==> src/sv/bsfe_pkg.sv <==
// Shared types, sizes and codes of the byte stream frame extractor.
package bsfe_pkg;

    localparam int BUF_DEPTH = 64;
    localparam int CAP       = (BUF_DEPTH < 64) ? BUF_DEPTH : 64;
    localparam int ADDR_W    = $clog2(CAP);
    localparam int FILL_W    = $clog2(CAP + 1);

    localparam int BYTE_W    = 8;
    localparam int POS_W     = 6;
    localparam int LEN_W     = 7;
    localparam int PAY_W     = 16;
    localparam int CFG_IDX_W = 3;
    localparam int CFG_DAT_W = 8;
    localparam int OUT_W     = 24;

    localparam logic [CFG_IDX_W-1:0] REG_FRAME_MODE   = 3'd0;
    localparam logic [CFG_IDX_W-1:0] REG_HEAD_BYTE    = 3'd1;
    localparam logic [CFG_IDX_W-1:0] REG_TAIL_BYTE    = 3'd2;
    localparam logic [CFG_IDX_W-1:0] REG_FIXED_LENGTH = 3'd3;
    localparam logic [CFG_IDX_W-1:0] REG_DELIMITER    = 3'd4;
    localparam logic [CFG_IDX_W-1:0] REG_LEN_OFFSET   = 3'd5;
    localparam logic [CFG_IDX_W-1:0] REG_LEN_BYTES    = 3'd6;
    localparam logic [CFG_IDX_W-1:0] REG_CHECK_BYTES  = 3'd7;

    localparam logic [1:0] MODE_FIXED     = 2'd0;
    localparam logic [1:0] MODE_DELIMITER = 2'd1;
    localparam logic [1:0] MODE_LENGTH    = 2'd2;

    typedef enum logic [1:0] {
        ST_COLLECT,
        ST_READ,
        ST_LOAD
    } t_state;

endpackage

==> src/sv/byte_stream_frame_extractor.sv <==
// Top level of the byte stream frame extractor: framing control, frame store and output stage.
//
// Received bytes are taken one per cycle while a frame is being collected and written
// into a 64-byte frame store. When a frame completes in fixed, delimiter or length
// mode, its n bytes stream out in order, each byte being a read of the store's single
// read port followed by a load of the output register; the input side is held off
// until the last byte is loaded, also while the output side stalls, and the last byte
// may still wait in the output register while collection resumes. The store needs no
// clearing after reset. Configuration writes abandon a frame in progress.
module byte_stream_frame_extractor (
    input  logic                             i_clk,
    input  logic                             i_rst_n,
    input  logic                             i_cfg_wen,
    input  logic [bsfe_pkg::CFG_IDX_W-1:0]   i_cfg_index,
    input  logic [bsfe_pkg::CFG_DAT_W-1:0]   i_cfg_data,
    input  logic                             s_axis_tvalid,
    output logic                             s_axis_tready,
    input  logic [7:0]                       s_axis_tdata,  // [7:0] rx_byte
    output logic                             m_axis_tvalid,
    input  logic                             m_axis_tready,
    output logic [bsfe_pkg::OUT_W-1:0]       m_axis_tdata,  // [7:0] frame_byte,
                                                            // [13:8] byte_position,
                                                            // [20:14] frame_length, zero pad
    output logic                             m_axis_tlast   // last_byte
);
    import bsfe_pkg::*;

    t_state r_state, n_state;

    logic [1:0]        r_mode;
    logic [BYTE_W-1:0] r_head, r_tail, r_delim;
    logic [LEN_W-1:0]  r_fixed_len;
    logic [5:0]        r_len_off;
    logic [1:0]        r_len_bytes;
    logic [2:0]        r_check;

    logic [FILL_W-1:0] r_fill, n_fill;
    logic [PAY_W-1:0]  r_payload, n_payload;
    logic [BYTE_W-1:0] r_len_lo, r_len_hi;
    logic [FILL_W-1:0] r_emit_len, n_emit_len;
    logic [ADDR_W-1:0] r_rd_idx, n_rd_idx;

    logic              r_out_valid;
    logic [OUT_W-1:0]  r_out_data;
    logic              r_out_last;

    logic              in_beat, wr_en, start_emit, load_out, last_read;
    logic [BYTE_W-1:0] rx, rd_data;
    logic [FILL_W-1:0] nf, len_sat, cap_c;
    logic [1:0]        lb_eff;
    logic [LEN_W-1:0]  hdr;
    logic [PAY_W-1:0]  pay_field;
    logic [PAY_W:0]    total;

    assign rx      = s_axis_tdata;
    assign in_beat = s_axis_tvalid && s_axis_tready;
    assign cap_c   = FILL_W'(CAP);
    assign nf      = r_fill + 1'b1;

    always_comb begin
        if (r_fixed_len < 7'd2) begin
            len_sat = FILL_W'(2);
        end else if (r_fixed_len > cap_c) begin
            len_sat = cap_c;
        end else begin
            len_sat = r_fixed_len;
        end
        if (r_len_bytes == 2'd0) begin
            lb_eff = 2'd1;
        end else if (r_len_bytes == 2'd3) begin
            lb_eff = 2'd2;
        end else begin
            lb_eff = r_len_bytes;
        end
        hdr       = {1'b0, r_len_off} + LEN_W'(lb_eff) + LEN_W'(r_check) + 7'd1;
        pay_field = (lb_eff == 2'd1) ? {8'd0, r_len_lo} : {r_len_hi, r_len_lo};
        total     = (PAY_W + 1)'(hdr) + {1'b0, r_payload};
    end

    // Frame collection: decides on each accepted byte whether it is stored and
    // whether a frame is complete.
    always_comb begin
        n_fill     = r_fill;
        n_payload  = r_payload;
        n_emit_len = r_emit_len;
        wr_en      = 1'b0;
        start_emit = 1'b0;
        if (in_beat) begin
            case (r_mode)
                MODE_FIXED: begin
                    if (r_fill == '0) begin
                        if (rx == r_head) begin
                            wr_en  = 1'b1;
                            n_fill = nf;
                        end
                    end else if (r_fill < len_sat - 1'b1) begin
                        wr_en  = 1'b1;
                        n_fill = nf;
                    end else begin
                        n_fill = '0;
                        if (rx == r_tail && r_fill == len_sat - 1'b1) begin
                            wr_en      = 1'b1;
                            start_emit = 1'b1;
                            n_emit_len = len_sat;
                        end
                    end
                end
                MODE_DELIMITER: begin
                    if (r_fill < cap_c) begin
                        wr_en  = 1'b1;
                        n_fill = nf;
                    end else begin
                        n_fill = '0;
                    end
                    if (rx == r_delim) begin
                        n_fill = '0;
                        if (r_fill < cap_c) begin
                            start_emit = 1'b1;
                            n_emit_len = nf;
                        end
                    end
                end
                MODE_LENGTH: begin
                    if (r_fill == '0) begin
                        if (rx == r_head) begin
                            wr_en  = 1'b1;
                            n_fill = nf;
                        end
                    end else if (r_fill < cap_c) begin
                        wr_en  = 1'b1;
                        n_fill = nf;
                        if (LEN_W'(nf) == hdr) begin
                            n_payload = pay_field;
                            if (pay_field == '0) begin
                                n_fill = '0;
                            end
                        end else if (LEN_W'(nf) > hdr) begin
                            if ((PAY_W + 1)'(nf) == total) begin
                                n_fill = '0;
                                if (rx == r_tail) begin
                                    start_emit = 1'b1;
                                    n_emit_len = nf;
                                end
                            end
                        end
                    end else begin
                        n_fill = '0;
                    end
                end
                default: begin
                end
            endcase
        end
    end

    // The store is written only while collecting and read only while emitting,
    // so the two ports never touch the same entry in one cycle.
    bsfe_ram #(
        .WIDTH(BYTE_W),
        .DEPTH(CAP)
    ) u_store (
        .i_clk  (i_clk),
        .i_we   (wr_en),
        .i_waddr(r_fill[ADDR_W-1:0]),
        .i_wdata(rx),
        .i_raddr(r_rd_idx),
        .o_rdata(rd_data)
    );

    assign last_read = ({1'b0, r_rd_idx} == r_emit_len - 1'b1);

    always_comb begin
        n_state = r_state;
        case (r_state)
            ST_COLLECT: begin
                if (start_emit) begin
                    n_state = ST_READ;
                end
            end
            ST_READ: begin
                n_state = ST_LOAD;
            end
            ST_LOAD: begin
                if (!r_out_valid || m_axis_tready) begin
                    n_state = last_read ? ST_COLLECT : ST_READ;
                end
            end
            default: begin
                n_state = ST_COLLECT;
            end
        endcase
    end

    always_comb begin
        s_axis_tready = 1'b0;
        load_out      = 1'b0;
        n_rd_idx      = r_rd_idx;
        case (r_state)
            ST_COLLECT: begin
                s_axis_tready = 1'b1;
                n_rd_idx      = '0;
            end
            ST_READ: begin
            end
            ST_LOAD: begin
                if (!r_out_valid || m_axis_tready) begin
                    load_out = 1'b1;
                    n_rd_idx = r_rd_idx + 1'b1;
                end
            end
            default: begin
            end
        endcase
    end

    always_ff @(posedge i_clk) begin
        if (!i_rst_n) begin
            r_state     <= ST_COLLECT;
            r_mode      <= MODE_FIXED;
            r_head      <= '0;
            r_tail      <= '0;
            r_fixed_len <= 7'd2;
            r_delim     <= '0;
            r_len_off   <= 6'd1;
            r_len_bytes <= 2'd1;
            r_check     <= '0;
            r_fill      <= '0;
            r_payload   <= '0;
            r_out_valid <= 1'b0;
            r_rd_idx    <= '0;
            r_emit_len  <= FILL_W'(1);
        end else begin
            r_state    <= n_state;
            r_rd_idx   <= n_rd_idx;
            r_emit_len <= n_emit_len;
            if (i_cfg_wen) begin
                r_fill    <= '0;
                r_payload <= '0;
                case (i_cfg_index)
                    REG_FRAME_MODE:   r_mode      <= i_cfg_data[1:0];
                    REG_HEAD_BYTE:    r_head      <= i_cfg_data;
                    REG_TAIL_BYTE:    r_tail      <= i_cfg_data;
                    REG_FIXED_LENGTH: r_fixed_len <= i_cfg_data[LEN_W-1:0];
                    REG_DELIMITER:    r_delim     <= i_cfg_data;
                    REG_LEN_OFFSET:   r_len_off   <= i_cfg_data[5:0];
                    REG_LEN_BYTES:    r_len_bytes <= i_cfg_data[1:0];
                    REG_CHECK_BYTES:  r_check     <= i_cfg_data[2:0];
                    default: begin
                    end
                endcase
            end else begin
                r_fill    <= n_fill;
                r_payload <= n_payload;
            end
            if (load_out) begin
                r_out_valid <= 1'b1;
            end else if (m_axis_tready) begin
                r_out_valid <= 1'b0;
            end
        end
    end

    // The length field is captured as its bytes are stored, and the output register is loaded from the store.
    always_ff @(posedge i_clk) begin
        if (wr_en && {1'b0, r_fill} == {2'b0, r_len_off}) begin
            r_len_lo <= rx;
        end
        if (wr_en && {1'b0, r_fill} == {2'b0, r_len_off} + 8'd1) begin
            r_len_hi <= rx;
        end
        if (load_out) begin
            r_out_data <= {3'b000, LEN_W'(r_emit_len), POS_W'(r_rd_idx), rd_data};
            r_out_last <= last_read;
        end
    end

    assign m_axis_tvalid = r_out_valid;
    assign m_axis_tdata  = r_out_data;
    assign m_axis_tlast  = r_out_last;

endmodule

==> src/sv/bsfe_ram.sv <==
// Generic single-port-write, single-port-read RAM with registered read data.
module bsfe_ram #(
    parameter int WIDTH = 8,
    parameter int DEPTH = 64
) (
    input  logic                     i_clk,
    input  logic                     i_we,
    input  logic [$clog2(DEPTH)-1:0] i_waddr,
    input  logic [WIDTH-1:0]         i_wdata,
    input  logic [$clog2(DEPTH)-1:0] i_raddr,
    output logic [WIDTH-1:0]         o_rdata
);

    logic [WIDTH-1:0] r_mem [DEPTH];
    logic [WIDTH-1:0] r_rdata;

    always_ff @(posedge i_clk) begin
        if (i_we) begin
            r_mem[i_waddr] <= i_wdata;
        end
        r_rdata <= r_mem[i_raddr];
    end

    assign o_rdata = r_rdata;

endmodule

==> config.mk <==
export PLATFORM = sky130hd
export DESIGN_NAME = byte_stream_frame_extractor
export DESIGN_NICKNAME = d
export VERILOG_FILES = /design/src/sv/bsfe_pkg.sv /design/src/sv/byte_stream_frame_extractor.sv /design/src/sv/bsfe_ram.sv
export SDC_FILE = /design/constraint.sdc
export NUM_CORES = 1
export LEC_CHECK = 0
export ABC_AREA = 1
export BUFFER_PORTS_ARGS = -buffer_cell sky130_fd_sc_hd__buf_2
export CORE_MARGIN = 3
export CORE_UTILIZATION = 37
export DETAILED_ROUTE_END_ITERATION = 7
export SLEW_MARGIN = 40
export SYNTH_ARGS = -nofsm -noshare
export SYNTH_HDL_FRONTEND = slang
export SYNTH_HIERARCHICAL = 1
export SYNTH_SLANG_ARGS = --single-unit
==> constraint.sdc <==
create_clock -name i_clk -period 4.5 [get_ports i_clk]
set_input_delay 0 -clock i_clk [delete_from_list [all_inputs] [get_ports i_clk]]
set_output_delay 0 -clock i_clk [all_outputs]
set_load 0.005 [all_outputs]
## After elaboration in Yosys (flattened, before gate mapping)

Memories as Yosys holds them, arrays and structs flattened. A register that Yosys moved wholly into a read port is not among the register bits.
Index checks and enable logic that the tools add are counted.

- Multiplexer cells: 61
- Reductions and logical operators: 29
- $lt $le $gt $ge: 5
- Bitwise logic cells: 2
- $add $sub $neg: 9
- Multipliers: 0
- Shifts and indexed selects: 0
- Equality and inequality tests: 35
- Divide/modulo/power cells: 0

Operators with widths:

| cell | number |
|---|---|
| two-way mux 7 bit | 24 |
| case mux 7 bit (3 select lines) | 2 |
| inequality test 2 bit, second input constant | 13 |
| two-way mux 1 bit | 25 |
| equality test 8 bit | 3 |
| AND reduction 2 bit | 11 |
| equality test 7 bit | 3 |
| adder 7 x 16 -> 17 bit | 1 |
| equality test 7 x 17 -> 1 bit | 1 |
| logical NOT 16 bit | 1 |
| two-way mux 16 bit | 1 |
| adder 7 x 1 -> 7 bit, second input constant | 2 |
| subtractor 7 x 1 -> 7 bit, second input constant | 2 |
| AND reduction 13 bit | 1 |
| equality test 3 bit, second input constant | 4 |
| case mux 6 bit (2 select lines) | 1 |
| two-way mux 2 bit | 4 |
| adder 6 x 1 -> 7 bit, second input constant | 1 |
| adder 6 x 2 -> 7 bit | 1 |
| adder 7 x 3 -> 7 bit | 1 |
| equality test 6 x 7 -> 1 bit | 1 |
| equality test 7 x 6 -> 1 bit | 1 |
| greater-than comparator 7 bit | 1 |
| greater-than comparator 7 bit, second input constant | 1 |
| other kinds (22) | 35 |

- Word-level logic and storage cells: 160
- Memory bits (writable): 512
- Output and inout bits: 27
- Register bits after elaboration: 121
- Latch bits: 0
- Bits in read-only memories: 0
- Memories: 1

Memories:

| memory | depth | bits a word | read ports | clocked after memory_dff | write ports | line | RTL |
|---|---|---|---|---|---|---|---|
| u_store.r_mem | 64 | 8 | 1 | 1 | 1 | bsfe_ram.sv:14 | `logic [WIDTH-1:0] r_mem [DEPTH];` |

## Depth between registers and ports, before layout

- Word-level depth: 17
- Gate-level depth with buffers: 29

## Modules after synthesis

Netlist, hierarchy kept.

By module, submodules not included:

| module | area an instance (um^2) | cells each | instances |
|---|---|---|---|
| bsfe_ram | 21291.7 | 1822 | 1 |
| byte_stream_frame_extractor | 7358.3 | 1024 | 1 |

## Worst setup path after synthesis

No wires, ideal clock.

- Kind: register to register
- From: register r_fixed_len[1]
- To: memory u_store.r_mem[48][0] (enable)
- Library setup time: 0.383 ns
- Arrival time: 3.587 ns
- Path slack: 0.529 ns
- Stages on the path, launching flop included: 25
- Path buffers: 1
- Cells stage by stage: dfxtp_1 -> nor4_1 -> nand2_1 -> nand2_1 -> nand3_1 -> ha_1 -> nand3_1 -> nand2_1 -> o21ai_0 -> inv_1 -> ha_1 -> nand2_1 -> inv_1 -> nand4_1 -> o211ai_1 -> inv_1 -> nor2_1 -> nand2_1 -> nand2_1 -> nand2_1 -> a21oi_1 -> nor2_1 -> clkbuf_1 -> inv_1 -> nor3_1

- Word-level cells in the longest chain between the ends: 13
- Elaborated cells on any way between the ends: 15

RTL lines:

| what | line | RTL |
|---|---|---|
| from (decl) | byte_stream_frame_extractor.sv:32 | `logic [LEN_W-1:0] r_fixed_len;` |
| from (signal assigned) | byte_stream_frame_extractor.sv:243 | `REG_FIXED_LENGTH: r_fixed_len <= i_cfg_data[LEN_W-1:0];` |
| greater-than comparator 7 bit | byte_stream_frame_extractor.sv:63 | `end else if (r_fixed_len > cap_c) begin` |
| two-way mux 7 bit | byte_stream_frame_extractor.sv:63 |  |
| two-way mux 7 bit * | byte_stream_frame_extractor.sv:61 | `if (r_fixed_len < 7'd2) begin` |
| subtractor 7 x 1 -> 7 bit * | byte_stream_frame_extractor.sv:96, byte_stream_frame_extractor.sv:101 |  |
| branches (longest 3 deep; another with < comparator 7 bit) | -- |  |
| two-way mux 1 bit * | byte_stream_frame_extractor.sv:96 | `end else if (r_fill < len_sat - 1'b1) begin` |
| two-way mux 1 bit * | byte_stream_frame_extractor.sv:91 | `if (r_fill == '0) begin` |
| case mux 1 bit (3 select lines) * | byte_stream_frame_extractor.sv:89 | `case (r_mode)` |
| two-way mux 1 bit * | byte_stream_frame_extractor.sv:88 | `if (in_beat) begin` |
| net wr_en | byte_stream_frame_extractor.sv:47 | `logic in_beat, wr_en, start_emit, load_out, last_read;` |
| two-way mux 1 bit * | bsfe_ram.sv:18 | `if (i_we) begin` |
| two-way mux 1 bit (not written as such) * | bsfe_ram.sv:19 | `r_mem[i_waddr] <= i_wdata;` |
| to (decl) | bsfe_ram.sv:14 |  |

Mark *: on every way through the listed nets, which the timed path passes.

## Final worst setup path

- From: register r_fixed_len[2]
- To: memory u_store.r_mem[33][6] (enable)

Same word-level chain as after synthesis.

==> metrics.md <==
| Metric | Value |
|---|---|
| Ports | roughly 50 |
| H-tree levels | 3 |
| Core box area | between 70000 and 80000 µm² |
| DRC Markers | 0 |
| Critical path type | register to register |
| GRT Total Usage | 0.190 |
| Mapped Cells | between 2000 and 3000 |
| Cell area after synthesis | about 29000 µm² |
| DR pass1 iterations | 5 |
| CP max FO | 12 |
| Worst setup margin | 0.345 ns |
| P_leak | 12.5 nW |
| Post-Route WL | around 78000 µm |
| Die width | approximately 280 µm |
| Top FF cell, synth | edfxtp_1 |
| Period utilisation layout | 0.923 |
| Antenna Cells | 0 |
| Setup Viol. Count Final | 0 |
| Cell at the slowest stage of the critical path | nor4_1 |
| Initial antenna violation count | 2 |
| Initial cell density of the core | 0.375 |
| Fin crit period | about 4.2 ns |
| Largest net degree at the start of global routing | between 150 and 200 |
| Clock Skew | between 0.04 and 0.05 ns |
| Worst-skew pair later-pin latency | a little over 0.6 ns |
| Achievable Freq | ~0.24 GHz |
| Die area | 80800 µm² |
| Place WS | between 0.3 and 0.4 ns |
| First-pass GRT wire length | approximately 120000 µm |
| Nets | roughly 3000 |
| TritonCTS clock tree | built |
| Hpwl dp | slightly below 50000 µm |
| DR vias/cell | roughly 5.0 |
| Ys Warns | 6 |
| Area growth syn-to-layout | 15.2% |
| Port Buffer Count | 47 |
| Chip Height | between 200 and 300 µm |
| Max VDD drop | roughly 0.22 mV |
| CP Launch Point | r_fixed_len[2] |
| Sequential-to-total area share from yosys stat | 0.639 |
| Yosys reg bits | 640 |
| Status | finished clean |
| Cell mode on critical path | nand2_1 |
| Initial drt markers | 1758 |
| Worst slew margin | 0.458 |
| Pwr Density | roughly 410 nW/µm² |
| Critical Path RT | 4.82 ns |
| Via count | between 20000 and 25000 |
| Vias in the first global route | 19400 |
| Worst Max-Slew Pin Slew | 0.813 ns |
| RSZ-0062 raised after global routing | true |
| Clock root buffer | clkbuf_16 |
| Dpl cells | 3898 |
| Worst Hold Class | input port to register |
| Post-Syn Area per Cell | 10.1 µm² |
| Final std cells w/o fill | 4056 |
| Top delay family on crit path | simple AND/OR/NAND/NOR gates |
| Wire length per cell | 19.2 µm |
| Worst path arrival time | approximately 4.5 ns |
| Crit path buffers/inverters | 5 |
| CTS Buf Count | between 70 and 80 |
| GRT overflow | 0 |
| Crit. End Element | register |
| Worst hold path startpoint | s_axis_tdata[0] |
| CP max stage delay | around 0.36 ns |
| Startpoint types | register |
| Post-DRT Antenna Nets | 0 |
| Async set or reset register ratio after synthesis | 0 |
| # clock sinks | 640 |
| Worst flop-to-flop path startpoint | r_fixed_len[2] |
| Cell area after layout | ~33000 µm² |
| Final Util | 0.432 |
| Hold Vio Cnt, Final | 0 |
| Post-DP Area | a little over 30000 µm² |
| Longest Clk Path Bufs | 3 |
| # rows | 101 |
| Reg clk slew, reported paths | roughly 0.06 ns |
| Share of cells above drive strength 1 | 0.0991 |
| Unique masters post-synth | 47 |
| Max Cap Viol | 0 |
| Slew Limit Fails | 0 |
| Number of synthesized flops with an enable pin | 550 |
| Routability congestion estimate from global placement | 0.911 |
## cells in the mapped netlist, types with 2 or more instances
cell | number | share of area
a211oi_1 | 13 | 0.0034
nand3_1 | 500 | 0.087
or2_2 | 7 | 0.0015
o21ai_0 | 62 | 0.011
o211ai_1 | 5 | 0.0013
buf_8 | 2 | 0.0010
nor3_1 | 31 | 0.0054
and3_1 | 2 | 0.00044
nand4_1 | 19 | 0.0041
nor2_1 | 206 | 0.027
nand3b_1 | 6 | 0.0016
buf_1 | 13 | 0.0017
nor4_1 | 6 | 0.0013
inv_2 | 6 | 0.00079
o21a_1 | 4 | 0.0010
ha_1 | 38 | 0.017
buf_4 | 12 | 0.0031
a21oi_1 | 60 | 0.010
nor3_2 | 2 | 0.00070
buf_6 | 26 | 0.010
buf_2 | 56 | 0.0098
xor2_1 | 34 | 0.010
inv_1 | 148 | 0.019
xnor2_1 | 9 | 0.0028
nand2_2 | 2 | 0.00044
dfxtp_1 | 90 | 0.063
edfxtp_1 | 550 | 0.58
nand2_1 | 886 | 0.12
fa_1 | 3 | 0.0021
nor2_2 | 3 | 0.00066
nor3b_1 | 3 | 0.00079
clkbuf_1 | 27 | 0.0035
## kinds of logic after synthesis
kind of cell	synth area share
adder cells (fa/ha/maj)	0.0187
XOR/XNOR	0.0131
AO/OA/AOI/OAI	0.0291
buffers and inverters	0.0501
AND/OR/NAND/NOR	0.249
other	0.000131
flip-flops	0.639
## registers in the layout, indices dropped and copies added, names as in the netlist, 8 cells and up
| register | count |
|---|---|
| m_axis_tdata | 21 |
| u_store/o_rdata | 8 |
| r_delim | 8 |
| r_len_hi | 8 |
| r_payload | 16 |
| r_len_lo | 8 |
| r_tail | 8 |
| r_head | 8 |
| u_store/r_mem | 512 |
## per-layer routing
layer,track usage,part of all wire
met3,0.0355,0.060
met1,0.259,0.44
met4,0.0621,0.031
met2,0.306,0.46
met5,0,0
## repair_timing
| item | in CTS | in global routing |
|---|---|---|
| setup buffers | 0 | 2 |
| endpoints found under the setup margin | 0 | 12 |
| endpoints found under the hold margin | 79 | 0 |
| gates resized for setup | 0 | 5 |
| hold buffers | 26 | 0 |
## area by class of cell
| cell class | count | area [µm²] |
|---|---|---|
| clock buffer | 82 | 1830 |
| clock inverter | 48 | 639 |
| fill | 7305 | 43300 |
| inverter | 156 | 596 |
| multi-input combinational | 1915 | 8930 |
| sequential | 640 | 18300 |
| tap | 1030 | 1290 |
| timing repair buffer | 185 | 1390 |
## layout by cell type (no fill, tap or decap), types with 26 or more instances in the layout
| cell type | synthesis | final |
|---|---|---|
| o21ai_0 | 62 | 62 |
| dlygate4sd3_1 | 0 | 26 |
| xor2_1 | 34 | 34 |
| a21oi_1 | 60 | 59 |
| nor3_1 | 31 | 30 |
| nand3_1 | 500 | 500 |
| inv_1 | 148 | 146 |
| nor2_1 | 206 | 204 |
| nand2_1 | 886 | 886 |
| buf_2 | 56 | 45 |
| dfxtp_1 | 90 | 84 |
| ha_1 | 38 | 37 |
| clkbuf_16 | 0 | 71 |
| edfxtp_1 | 550 | 550 |
| buf_4 | 12 | 110 |
## metrics by stage
| step | total power, mW | hold slack, ns | TNS, ns |
|---|---|---|---|
| after CTS | 13.5 | 0.0319 | 0 |
| after detailed placement | 7.42 | 0.288 | 0 |
| after global routing | 13.8 | 0.0529 | -0.00687 |
| after global placement | 7.42 | 0.289 | 0 |
| after floorplan | 7.12 | 0.0989 | 0 |
| final | 13.4 | 0.0558 | 0 |
## path summary, 6_finish.rpt
kind	to	slack [ns]	cells after the start
setup / recovery	u_store/r_mem[33][6]	0.34	25
hold / removal	u_store/r_mem[9][0]	0.06	2
setup reg to reg	u_store/r_mem[33][6]	0.34	25
hold reg to reg	m_axis_tdata[3]	0.40	0
## where the power goes
group | total (mW) | internal, mW | switching [mW]
registers | 6.50 | 6.48 | 0.0261
clock network | 6.08 | 3.64 | 2.43
logic | 0.811 | 0.232 | 0.579
total | 13.4 | 10.4 | 3.04
Note: power is estimated with default switching activity, not from simulation.
